### config.mk
export PLATFORM = sky130hd
export DESIGN_NAME = csv_to_integer_matrix_parser
export DESIGN_NICKNAME = d
export VERILOG_FILES = /design/src/hdl/csvp_pkg.sv /design/src/hdl/csvp_offset_calc.sv /design/src/hdl/csv_to_integer_matrix_parser.sv
export SDC_FILE = /design/constraint.sdc
export NUM_CORES = 2
export LEC_CHECK = 0
export ABC_AREA = 1
export BUFFER_PORTS_ARGS = -buffer_cell sky130_fd_sc_hd__buf_4
export CORE_ASPECT_RATIO = 1.1
export CORE_MARGIN = 3
export CORE_UTILIZATION = 43
export DETAILED_ROUTE_END_ITERATION = 10
export PLACE_DENSITY = 0.64
export SLEW_MARGIN = 20
export SYNTH_ARGS = -nofsm -noshare
export SYNTH_HDL_FRONTEND = slang
export SYNTH_SLANG_ARGS = --single-unit
### constraint.sdc
create_clock -name clock -period 10.33 [get_ports clock]
set_input_delay 0 -clock clock [delete_from_list [all_inputs] [get_ports clock]]
set_output_delay 0 -clock clock [all_outputs]
set_load 0.05 [all_outputs]
### src/hdl/csvp_pkg.sv
// Types and constants shared by the CSV integer field parser.
package csvp_pkg;

   localparam logic [6:0] MAX_COLS       = 7'd64;
   localparam logic [7:0] NEWLINE_BYTE   = 8'h0A;
   localparam logic [7:0] DELIMITER_INIT = 8'd44;
   localparam logic [7:0] CHAR_PLUS      = 8'h2B;
   localparam logic [7:0] CHAR_MINUS     = 8'h2D;
   localparam logic [7:0] CHAR_ZERO      = 8'h30;
   localparam logic [7:0] CHAR_NINE      = 8'h39;
   localparam logic [7:0] CHAR_SPACE     = 8'h20;
   localparam logic [7:0] CHAR_TAB       = 8'h09;
   localparam logic [7:0] CHAR_CR        = 8'h0D;
   localparam logic [3:0] NARROW_BYTES   = 4'd4;
   localparam logic [3:0] WIDE_BYTES     = 4'd8;

   typedef enum logic [1:0] {
      CSR_COLUMN_COUNT,
      CSR_ROW_LIMIT,
      CSR_DELIMITER,
      CSR_WIDE_MASK
   } csr_index_type;

   typedef struct packed {
      logic [7:0] data_byte;
      logic       end_of_input;
   } req_type;

   typedef struct packed {
      logic               write_valid;
      logic [28:0]        byte_offset;
      logic signed [63:0] field_value;
      logic               is_wide;
      logic               finished;
      logic [19:0]        rows_read;
   } rsp_type;

   typedef struct packed {
      logic       busy;
      logic       load;
      logic [9:0] col_off;
      logic [9:0] row_bytes;
   } offset_info_type;

endpackage

### src/hdl/csvp_offset_calc.sv
// Recomputes column and row byte offsets after a layout register changes.
module csvp_offset_calc
   import csvp_pkg::*;
(
   input  logic            clock,
   input  logic            reset,
   input  logic            start,
   input  logic [63:0]     wide_mask,
   input  logic [6:0]      cols,
   input  logic [6:0]      col_idx,
   output offset_info_type info
);

   logic            pending_ff;
   logic            s1_valid_ff;
   logic [7:0][3:0] col_cnt_ff;
   logic [7:0][3:0] row_cnt_ff;
   logic [7:0][3:0] col_cnt_in;
   logic [7:0][3:0] row_cnt_in;
   logic [63:0]     col_bits;
   logic [63:0]     row_bits;
   logic [6:0]      col_sum;
   logic [6:0]      row_sum;
   logic [7:0]      col_total;
   logic [7:0]      row_total;

   function automatic logic [63:0] below(input logic [6:0] n);
      logic [63:0] m;
      if (n[6]) begin
         m = '1;
      end else begin
         m = (64'd1 << n[5:0]) - 64'd1;
      end
      return m;
   endfunction

   function automatic logic [3:0] popcount8(input logic [7:0] v);
      logic [3:0] c;
      c = '0;
      for (int i = 0; i < 8; i++) begin
         c = c + 4'(v[i]);
      end
      return c;
   endfunction

   always_comb begin
      col_bits = wide_mask & below(col_idx);
      row_bits = wide_mask & below(cols);
      for (int k = 0; k < 8; k++) begin
         col_cnt_in[k] = popcount8(col_bits[k*8 +: 8]);
         row_cnt_in[k] = popcount8(row_bits[k*8 +: 8]);
      end
   end

   always_comb begin
      col_sum = '0;
      row_sum = '0;
      for (int k = 0; k < 8; k++) begin
         col_sum = col_sum + 7'(col_cnt_ff[k]);
         row_sum = row_sum + 7'(row_cnt_ff[k]);
      end
      col_total      = 8'(col_idx) + 8'(col_sum);
      row_total      = 8'(cols) + 8'(row_sum);
      info.busy      = start || pending_ff || s1_valid_ff;
      info.load      = s1_valid_ff;
      info.col_off   = {col_total, 2'b00};
      info.row_bytes = {row_total, 2'b00};
   end

   always_ff @(posedge clock) begin
      if (reset) begin
         pending_ff  <= 1'b0;
         s1_valid_ff <= 1'b0;
      end else begin
         pending_ff  <= start;
         s1_valid_ff <= pending_ff;
         col_cnt_ff  <= col_cnt_in;
         row_cnt_ff  <= row_cnt_in;
      end
   end

endmodule

### src/hdl/csv_to_integer_matrix_parser.sv
// Top level of the CSV integer field parser.
//
// Input channel (req_): one item per text byte, or an end item with
// end_of_input set. Each item is handled in the cycle it is accepted, so a
// new item can be taken every cycle while req_stall is low. A field result
// is registered on the rsp_ channel, or in the skid register while a result
// waits, from the byte that closes the field; an end item always yields one
// result carrying finished and the row count. Results go through an output
// register backed by a one-entry skid register; req_stall rises while the
// skid register is full, so items that close no field keep flowing while a
// result waits. A write to column_count or wide_mask starts a two-stage
// popcount of the wide mask; req_stall is held from the write cycle on
// while the column and row offsets are rebuilt.
// Reset is synchronous: registers return to their defaults, no result is
// pending and parsing restarts at row zero. After the row limit or an end
// item, data bytes are dropped until the next reset.
// The csr_ port is APB-style with pready tied high; registers sit at
// byte addresses 0, 8, 16 and 24.
module csv_to_integer_matrix_parser
   import csvp_pkg::*;
(
   input  logic        clock,
   input  logic        reset,
   input  logic        req_valid,
   output logic        req_stall,
   input  req_type     req_data,
   output logic        rsp_valid,
   input  logic        rsp_stall,
   output rsp_type     rsp_data,
   input  logic        psel,
   input  logic        penable,
   input  logic        pwrite,
   input  logic [4:0]  paddr,
   input  logic [63:0] pwdata,
   output logic [63:0] prdata,
   output logic        pready
);

   typedef enum logic [1:0] {
      PH_SKIP,
      PH_SIGN,
      PH_DIGITS,
      PH_DONE
   } phase_type;

   logic [6:0]      column_count_ff, column_count_in;
   logic [19:0]     row_limit_ff, row_limit_in;
   logic [7:0]      delimiter_ff, delimiter_in;
   logic [63:0]     wide_mask_ff, wide_mask_in;
   logic [6:0]      col_idx_ff, col_idx_in;
   logic [19:0]     row_idx_ff, row_idx_in;
   logic [28:0]     row_base_ff, row_base_in;
   logic [9:0]      col_off_ff, col_off_in;
   logic [9:0]      row_bytes_ff, row_bytes_in;
   logic            in_field_ff, in_field_in;
   logic            line_nonempty_ff, line_nonempty_in;
   phase_type       phase_ff, phase_in;
   logic            neg_ff, neg_in;
   logic [63:0]     acc_ff, acc_in;
   logic            done_ff, done_in;
   logic            rsp_valid_ff, rsp_valid_in;
   rsp_type         rsp_data_ff, rsp_data_in;
   logic            skid_valid_ff, skid_valid_in;
   rsp_type         skid_data_ff, skid_data_in;

   logic            csr_wr;
   csr_index_type   csr_idx;
   logic            layout_wr;
   logic [6:0]      cols;
   logic [19:0]     limit;
   offset_info_type offset_info;
   logic            accept;
   logic            out_take;
   rsp_type         result;
   logic            result_valid;

   assign csr_wr    = psel && penable && pwrite;
   assign csr_idx   = csr_index_type'(paddr[4:3]);
   assign layout_wr = csr_wr && (csr_idx == CSR_COLUMN_COUNT || csr_idx == CSR_WIDE_MASK);
   assign pready    = 1'b1;

   always_comb begin
      unique case (csr_idx)
         CSR_COLUMN_COUNT: prdata = 64'(column_count_ff);
         CSR_ROW_LIMIT:    prdata = 64'(row_limit_ff);
         CSR_DELIMITER:    prdata = 64'(delimiter_ff);
         CSR_WIDE_MASK:    prdata = wide_mask_ff;
         default:          prdata = '0;
      endcase
   end

   always_comb begin
      if (column_count_ff == 7'd0) begin
         cols = 7'd1;
      end else if (column_count_ff > MAX_COLS) begin
         cols = MAX_COLS;
      end else begin
         cols = column_count_ff;
      end
      limit = (row_limit_ff == 20'd0) ? 20'd1 : row_limit_ff;
   end

   csvp_offset_calc u_offset_calc (
      .clock     (clock),
      .reset     (reset),
      .start     (layout_wr),
      .wide_mask (wide_mask_ff),
      .cols      (cols),
      .col_idx   (col_idx_ff),
      .info      (offset_info)
   );

   assign req_stall = skid_valid_ff || offset_info.busy;
   assign accept    = req_valid && !req_stall;
   assign out_take  = rsp_valid_ff && !rsp_stall;
   assign rsp_valid = rsp_valid_ff;
   assign rsp_data  = rsp_data_ff;

   always_comb begin
      column_count_in = column_count_ff;
      row_limit_in    = row_limit_ff;
      delimiter_in    = delimiter_ff;
      wide_mask_in    = wide_mask_ff;
      if (csr_wr) begin
         unique case (csr_idx)
            CSR_COLUMN_COUNT: column_count_in = pwdata[6:0];
            CSR_ROW_LIMIT:    row_limit_in    = pwdata[19:0];
            CSR_DELIMITER:    delimiter_in    = pwdata[7:0];
            CSR_WIDE_MASK:    wide_mask_in    = pwdata;
            default:          wide_mask_in    = wide_mask_ff;
         endcase
      end
   end

   always_comb begin
      logic        close_f;
      logic        close_l;
      logic        emit;
      logic        wide;
      logic [63:0] mag;
      logic [7:0]  b;
      logic        is_digit;
      logic        is_space;
      logic [63:0] dval;
      phase_type   ph_cur;
      logic [63:0] acc_cur;

      col_idx_in       = col_idx_ff;
      row_idx_in       = row_idx_ff;
      row_base_in      = row_base_ff;
      col_off_in       = col_off_ff;
      row_bytes_in     = row_bytes_ff;
      in_field_in      = in_field_ff;
      line_nonempty_in = line_nonempty_ff;
      phase_in         = phase_ff;
      neg_in           = neg_ff;
      acc_in           = acc_ff;
      done_in          = done_ff;
      result           = '0;
      result_valid     = 1'b0;
      close_f          = 1'b0;
      close_l          = 1'b0;

      b        = req_data.data_byte;
      is_digit = (b >= CHAR_ZERO) && (b <= CHAR_NINE);
      is_space = (b == CHAR_SPACE) || ((b >= CHAR_TAB) && (b <= CHAR_CR));
      dval     = 64'(b - CHAR_ZERO);
      ph_cur   = in_field_ff ? phase_ff : PH_SKIP;
      acc_cur  = in_field_ff ? acc_ff : 64'd0;
      emit     = in_field_ff && (col_idx_ff < cols);
      wide     = wide_mask_ff[col_idx_ff[5:0]];
      mag      = neg_ff ? (64'd0 - acc_ff) : acc_ff;

      if (offset_info.load) begin
         col_off_in   = offset_info.col_off;
         row_bytes_in = offset_info.row_bytes;
      end else if (accept) begin
         if (req_data.end_of_input) begin
            result_valid    = 1'b1;
            result.finished = 1'b1;
            if (!done_ff) begin
               close_f = 1'b1;
               close_l = 1'b1;
            end
         end else if (!done_ff) begin
            if (b == NEWLINE_BYTE) begin
               close_f = 1'b1;
               close_l = 1'b1;
            end else begin
               line_nonempty_in = 1'b1;
               if (b == delimiter_ff) begin
                  close_f = 1'b1;
               end else if (col_idx_ff < cols) begin
                  in_field_in = 1'b1;
                  neg_in      = in_field_ff ? neg_ff : 1'b0;
                  acc_in      = acc_cur;
                  phase_in    = ph_cur;
                  unique case (ph_cur)
                     PH_SKIP: begin
                        if (is_space) begin
                           phase_in = PH_SKIP;
                        end else if (b == CHAR_PLUS || b == CHAR_MINUS) begin
                           neg_in   = (b == CHAR_MINUS);
                           phase_in = PH_SIGN;
                        end else if (is_digit) begin
                           acc_in   = dval;
                           phase_in = PH_DIGITS;
                        end else begin
                           phase_in = PH_DONE;
                        end
                     end
                     PH_SIGN, PH_DIGITS: begin
                        if (is_digit) begin
                           acc_in   = (acc_cur << 3) + (acc_cur << 1) + dval;
                           phase_in = PH_DIGITS;
                        end else begin
                           phase_in = PH_DONE;
                        end
                     end
                     PH_DONE: begin
                        phase_in = PH_DONE;
                     end
                     default: begin
                        phase_in = PH_DONE;
                     end
                  endcase
               end
            end
         end
      end

      if (close_f) begin
         in_field_in = 1'b0;
         if (emit) begin
            result_valid       = 1'b1;
            result.write_valid = 1'b1;
            result.byte_offset = row_base_ff + 29'(col_off_ff);
            result.is_wide     = wide;
            result.field_value = wide ? mag : {{32{mag[31]}}, mag[31:0]};
            col_idx_in         = col_idx_ff + 7'd1;
            col_off_in         = col_off_ff + 10'(wide ? WIDE_BYTES : NARROW_BYTES);
         end
      end

      if (close_l) begin
         if (line_nonempty_ff) begin
            row_idx_in  = row_idx_ff + 20'd1;
            row_base_in = row_base_ff + 29'(row_bytes_ff);
            if (row_idx_in >= limit) begin
               done_in = 1'b1;
            end
         end
         col_idx_in       = '0;
         col_off_in       = '0;
         line_nonempty_in = 1'b0;
      end

      if (accept && req_data.end_of_input) begin
         done_in          = 1'b1;
         result.rows_read = row_idx_in;
      end
   end

   always_comb begin
      rsp_valid_in  = rsp_valid_ff;
      rsp_data_in   = rsp_data_ff;
      skid_valid_in = skid_valid_ff;
      skid_data_in  = skid_data_ff;
      if (skid_valid_ff) begin
         if (out_take) begin
            rsp_data_in   = skid_data_ff;
            skid_valid_in = 1'b0;
         end
      end else if (result_valid) begin
         if (!rsp_valid_ff || out_take) begin
            rsp_valid_in = 1'b1;
            rsp_data_in  = result;
         end else begin
            skid_valid_in = 1'b1;
            skid_data_in  = result;
         end
      end else if (out_take) begin
         rsp_valid_in = 1'b0;
      end
   end

   always_ff @(posedge clock) begin
      if (reset) begin
         column_count_ff  <= 7'd1;
         row_limit_ff     <= 20'd1;
         delimiter_ff     <= DELIMITER_INIT;
         wide_mask_ff     <= '0;
         col_idx_ff       <= '0;
         row_idx_ff       <= '0;
         row_base_ff      <= '0;
         col_off_ff       <= '0;
         row_bytes_ff     <= 10'(NARROW_BYTES);
         in_field_ff      <= 1'b0;
         line_nonempty_ff <= 1'b0;
         phase_ff         <= PH_SKIP;
         neg_ff           <= 1'b0;
         acc_ff           <= '0;
         done_ff          <= 1'b0;
         rsp_valid_ff     <= 1'b0;
         skid_valid_ff    <= 1'b0;
      end else begin
         column_count_ff  <= column_count_in;
         row_limit_ff     <= row_limit_in;
         delimiter_ff     <= delimiter_in;
         wide_mask_ff     <= wide_mask_in;
         col_idx_ff       <= col_idx_in;
         row_idx_ff       <= row_idx_in;
         row_base_ff      <= row_base_in;
         col_off_ff       <= col_off_in;
         row_bytes_ff     <= row_bytes_in;
         in_field_ff      <= in_field_in;
         line_nonempty_ff <= line_nonempty_in;
         phase_ff         <= phase_in;
         neg_ff           <= neg_in;
         acc_ff           <= acc_in;
         done_ff          <= done_in;
         rsp_valid_ff     <= rsp_valid_in;
         rsp_data_ff      <= rsp_data_in;
         skid_valid_ff    <= skid_valid_in;
         skid_data_ff     <= skid_data_in;
      end
   end

endmodule

# == Word-level counts from Yosys, hierarchy flattened ==
# Cells that the tools add are included.
# totals
ram_bits,0
regBits,543
n_memories,0
latch_bits,0
mem_bits_ro,0
# op_classes
mul,0
n_bitwise,10
n_lt_le_gt_ge,8
mux,66
reduce_logical,44
n_div,0
shifts,2
n_addsub,139
n_eq_ne,13
# ops
cell,count
$mux W64,9
$mux W116,4
$add A4 B1 Y4,96
$pmux W64 S4,1
$mux W95,2
$add A64 B64 Y64,2
$and A64 B64 Y64,2
$pmux W64 S2,1
$shl A1 B6 Y64 const A,2
$sub A64 B1 Y64 const B,2
$add A7 B4 Y7,12
$mux W20,4
$sub A1 B64 Y64 const A,1
$add A29 B10 Y29,2
$mux W1,34
$add A1 B1 Y2,16
$mux W10,3
$eq A8 B6 Y1 const B,3
$add A20 B1 Y20 const B,1
$ge A20 B20 Y1,1
$logic_not A20 Y1,1
$add A7 B7 Y8,2
$mux W7,2
$reduce_and A2 Y1,6
other kinds (32),73

# == Depth between registers and ports, before layout ==
# depth
word_depth,15
mapped_depth,32
depth_no_buf,30

# == By module ==
# Synthesis repeated with hierarchy kept, for this count alone.
# hier_totals
hier_cells,6740
area_unflattened_um2,46021.6
# modules_own_cells
module,area_each_um2,instances,cells_per_inst
csv_to_integer_matrix_parser,33439.6,1,4838
csvp_offset_calc,12582.1,1,1902

# == Least setup slack after synthesis ==
# No wires, ideal clock.
# synth_timing
kind,flip-flop to flip-flop
startpoint,reg column_count_ff[2]
endpoint,reg rsp_data_ff (netlist bit rsp_data[0]) (enable)
stages_incl_launch_ff,19
required_time_ns,9.700
n_path_buf,4
arrival_time_ns,8.017
period_less_slack_ns,8.647
path_slack_ns,1.683
cell_sequence,dfxtp_1 nor2_2 nand3_2 nand2_4 nand2_4 buf_6 buf_6 ha_1 nand2_1 nor2_1 a211oi_1 nand2_1 nor2_4 nand2_1 buf_6 buf_6 nand2_1 nand2_1 a21oi_1
# synth_via
elab_chain_len,9
word_cells_on_any_way,10
# synth_lines
item,line_no,text
from (decl),csv_to_integer_matrix_parser.sv:46,"logic [6:0] column_count_ff, column_count_in;"
from (signal assigned),csv_to_integer_matrix_parser.sv:307,column_count_ff <= column_count_in;
$gt A7 B7 Y1,csv_to_integer_matrix_parser.sv:95,end else if (column_count_ff > MAX_COLS) begin
$mux W7,csv_to_integer_matrix_parser.sv:95,
$mux W7 (*),csv_to_integer_matrix_parser.sv:93,if (column_count_ff == 7'd0) begin
$lt A7 B7 Y1 (*),csv_to_integer_matrix_parser.sv:170,emit = in_field_ff && (col_idx_ff < cols);
$logic_and A1 B1 Y1 (*),csv_to_integer_matrix_parser.sv:170,
$mux W1 (*),csv_to_integer_matrix_parser.sv:234,if (emit) begin
$mux W1 (*),csv_to_integer_matrix_parser.sv:232,if (close_f) begin
$reduce_bool A2 Y1 (no line) (*),-,
$reduce_and A4 Y1 (no line) (*),-,
to (signal assigned),csv_to_integer_matrix_parser.sv:323,rsp_data_ff <= rsp_data_in;
to (decl),csv_to_integer_matrix_parser.sv:62,"rsp_type rsp_data_ff, rsp_data_in;"
# Mark *: on every way between the ends. The rest lies on a longest branch, timed or not.
# A chain may end at the register's enable or synchronous reset.

==> impl_metrics.csv <==
group,metric,value,unit
final_layout,multi_input_area,0.02579,mm²
route,firstDrtPassIters,6,
synth,synth.mux.area_fraction,0,
final_layout,final_nets,6925,
pwr,max-vdd-ir-drop,133.4,µV
route,vias,43714,
floorplan,dieWidth,311.2,µm
hold_path,hold_start,"req_data[8]",
synth,synth_top_family_by_area,"simple AND/OR/NAND/NOR gates",
critical_path,crit_fanout,22,
route,drtIter0Drc,4593,
synth,synth_top_area_frac,0.2017,
floorplan,core,0.1012,mm²
timing,fin_crit,6.605,ns
clocking,h-tree-depth,2,
timing,fin_ws,3.725,ns
clocking,clkLatencyLatePin,0.69,ns
pwr,p_clk_frac,0.366,
critical_path,cp-startpoint,"col_idx_ff[1]",
synth,synth_edf_count,296,
synth,synth_warnings,0,
clocking,cts.repair.resized,0,
global_route,antenna_found_initial,15,
critical_path,crit_arrival,7.14,ns
floorplan,start_util,0.4354,
critical_path,regToRegStartpoint,"col_idx_ff[1]",
clocking,cts_buffers,58,
global_route,met3_usage,0.03870,
timing,tns,0,ns
place,dp.final_hpwl,132400,µm
timing,hold_violations,0,
critical_path,critical_path_class,"flop to flop",
synth,yosysSeqAreaShare,0.3130,
critical_path,crit_path_end,"u_offset_calc.col_cnt_ff[29]",
global_route,grt_start_max_net_pins,96,
synth,syn_inst,6245,
timing,setup_viol,0,
global_route,gr-total-overflow,0,
final_layout,area_growth,12.96,%
synth,synthAdderAreaFrac,0.1388,
synth,syn_nets,6718,
place,gp_congestion,0.9849,
global_route,grt_use_met1,0.4371,
critical_path,reg2reg_slack,3.73,ns
critical_path,r2r-end,"u_offset_calc.col_cnt_ff[29]",
timing,period_share,0.6394,
global_route,use_met2,0.4776,
synth,synth_area_leaders,"edfxtp_1, dfxtp_1, nand2_1, inv_1, fa_1",
clocking,cts_root_buf,"clkbuf_16",
hold_path,min_path_type,"input pin to flop",
synth,synth_cell_types,60,
pwr,pwr-share-seq,0.406,
outcome,outcome,"finished clean",
pwr,combPwrFrac,0.228,
timing,worstMarginPinSlew,1.138,ns
route,route.detailed.drc,0,
place,port_buffers,263,
timing,fmax,0.1514,GHz
critical_path,worstPathRequired,10.87,ns
pwr,p_int,3.916,mW
synth,synth_flop_cell,"edfxtp_1",
floorplan,io_pins,268,
route,wl,167800,µm
synth,ys_async_sr_fraction,0,
pwr,p_sw,1.902,mW
final_layout,fin_cells,7876,
final_layout,register_area,0.01380,mm²
clocking,clock_sinks,541,
route,ant_nets,0,
timing,hold_slack,0.05711,ns
clocking,path_clk_slew,0.07,ns
pwr,p_total,5.819,mW
floorplan,dieArea,0.1064,mm²
floorplan,num_rows,122,
synth,synth.cell_area,0.04406,mm²
place,post-place-ws,3.843,ns
place,post-place-cells,7679,
critical_path,max_stage_delay,0.91,ns
route,wl_per_cell,21.31,µm
pwr,power_density,116.9,mW/mm²
synth,synth_xor_area_frac,0.02922,
global_route,grt_pass1_wl,252100,µm
route,drt-vias-per-instance,5.550,
job,cap_violations,0,
pwr,switching_share,0.3269,
critical_path,critPathLaunchType,"flop",
timing,rsz0062_at_grt,"false",
timing,slew_headroom,0.2341,
critical_path,cpMaxStageDelayCell,"dfxtp_1",
final_layout,n_fill_cell,10314,
clocking,cts_tree,"yes",
critical_path,critPathCaptureType,"flop",
timing,slew_violations,0,
global_route,grt_use_total,0.3070,
global_route,busiest_layer,"met2",
synth,synth_seq_cells,541,
final_layout,drive_above_1_share,0.08013,
pwr,leakagePower,23.30,nW
floorplan,die_h,341.7,µm
global_route,grt_pass1_vias,40940,
critical_path,crit_top_cell,"inv_1",
critical_path,rr_worst_depth,30,
synth,synth_compound_area_frac,0.1513,
clocking,clock_path_buffers,3,
timing,clock-skew-final,0.06847,ns
synth,avgSynthCellArea,7.056,µm²
synth,yosysTopAreaCell,"edfxtp_1",
synth,yosys.area_share.simple,0.2647,
## cell families after synthesis
group                    count (synthesis)
other                                    1
buffers and inverters                 1169
AO/OA/AOI/OAI                         1256
flip-flops                             541
adder cells (fa/ha/maj)                388
AND/OR/NAND/NOR                       2743
XOR/XNOR                               147
## power by group through the flow
stage | Combinational [mW] | Clock [mW] | Sequential, mW
5_1_grt | 1.46 | 2.24 | 2.37
3_5_place_dp | 1.29 | 0 | 2.41
2_1_floorplan | 0.800 | 0 | 2.44
6_report | 1.33 | 2.13 | 2.36
3_3_place_gp | 1.28 | 0 | 2.41
4_1_cts | 1.33 | 2.16 | 2.36
## per-stage QoR
step | cell area, µm² | util
2_1_floorplan | 44060 | -
3_3_place_gp | 47060 | 0.4650
3_5_place_dp | 47060 | 0.4650
4_1_cts | 49750 | 0.4915
5_1_grt | 49760 | 0.4917
6_report | 49770 | 0.4918
## how the worst min path moves through the flow
stage	depth (start not counted)	slack [ns]	endpoint
2_1_floorplan	2	0.13	column_count_ff[0]
3_3_place_gp	3	0.22	wide_mask_ff[63]
3_5_place_dp	3	0.23	wide_mask_ff[59]
4_1_cts	7	0.009	phase_ff[1]
5_1_grt	6	0.09	neg_ff
6_report	6	0.06	neg_ff
## per-layer routing
| metal | part of all wire | vias to the layer above |
|---|---|---|
| met3 | 0.082 | 293 |
| met2 | 0.44 | 1749 |
| met1 | 0.44 | 20840 |
| met5 | 0.00018 | - |
| met4 | 0.042 | 4 |
| li1 | - | 20828 |
## area by class of cell
type,instances,share of cell area
Antenna cell,10,0.0005028
Clock buffer,89,0.03373
Clock inverter,21,0.004676
Inverter,943,0.07132
Multi-Input combinational cell,4535,0.5181
Sequential cell,541,0.2773
Tap cell,1364,0.03429
Timing Repair Buffer,373,0.06013
## cell usage in the layout (no fill, tap or decap), types with 20 or more instances in the layout
cell type,instances
a21oi_1,520
a31oi_1,35
buf_4,296
clkbuf_16,58
dfxtp_1,241
dlygate4sd3_1,77
edfxtp_1,296
fa_1,168
ha_1,219
inv_1,907
inv_2,29
nand2_1,1259
nand3_1,345
nand3b_1,21
nand4_1,100
nor2_1,817
nor2_2,21
nor3_1,76
o21ai_0,539
o21ai_1,35
o21bai_1,20
o31ai_1,23
xnor2_1,50
xor2_1,97
## synth_stat cells (20+ instances only)
| master | count |
|---|---|
| o31ai_1 | 23 |
| clkbuf_1 | 153 |
| inv_2 | 26 |
| nor3_1 | 76 |
| nand3b_1 | 21 |
| inv_1 | 912 |
| dfxtp_1 | 245 |
| ha_1 | 220 |
| xor2_1 | 97 |
| nand2_1 | 1261 |
| o21ai_1 | 35 |
| o21bai_1 | 20 |
| nand3_1 | 346 |
| a31oi_1 | 35 |
| a21oi_1 | 521 |
| o21ai_0 | 539 |
| buf_2 | 42 |
| edfxtp_1 | 296 |
| fa_1 | 168 |
| xnor2_1 | 50 |
| nor2_1 | 818 |
| nor2_2 | 21 |
| nand4_1 | 100 |
## flip-flops by register name (all words and copies together), names as in the netlist, 8 cells and up
register	count
acc_ff	64
col_off_ff	10
delimiter_ff	8
row_base_ff	27
row_bytes_ff	8
row_idx_ff	20
row_limit_ff	20
rsp_data	116
skid_data_ff	116
u_offset_calc.col_cnt_ff	32
u_offset_calc.row_cnt_ff	32
wide_mask_ff	64
## critical path, delay by kind of cell (launching register included)
kind	cells	cell delay, ns
AND/OR/NAND/NOR	15	1.88
AO/OA/AOI/OAI	1	0.15
flip-flops	1	0.91
buffers and inverters	7	0.80
adder cells (fa/ha/maj)	7	2.74
## what timing repair did
item	in CTS	in global routing
hold buffers	77	0
buffers inserted	0	0
endpoints found under the hold margin	164	0
endpoints found under the setup margin	0	0
(Power assumes the default switching activity.)
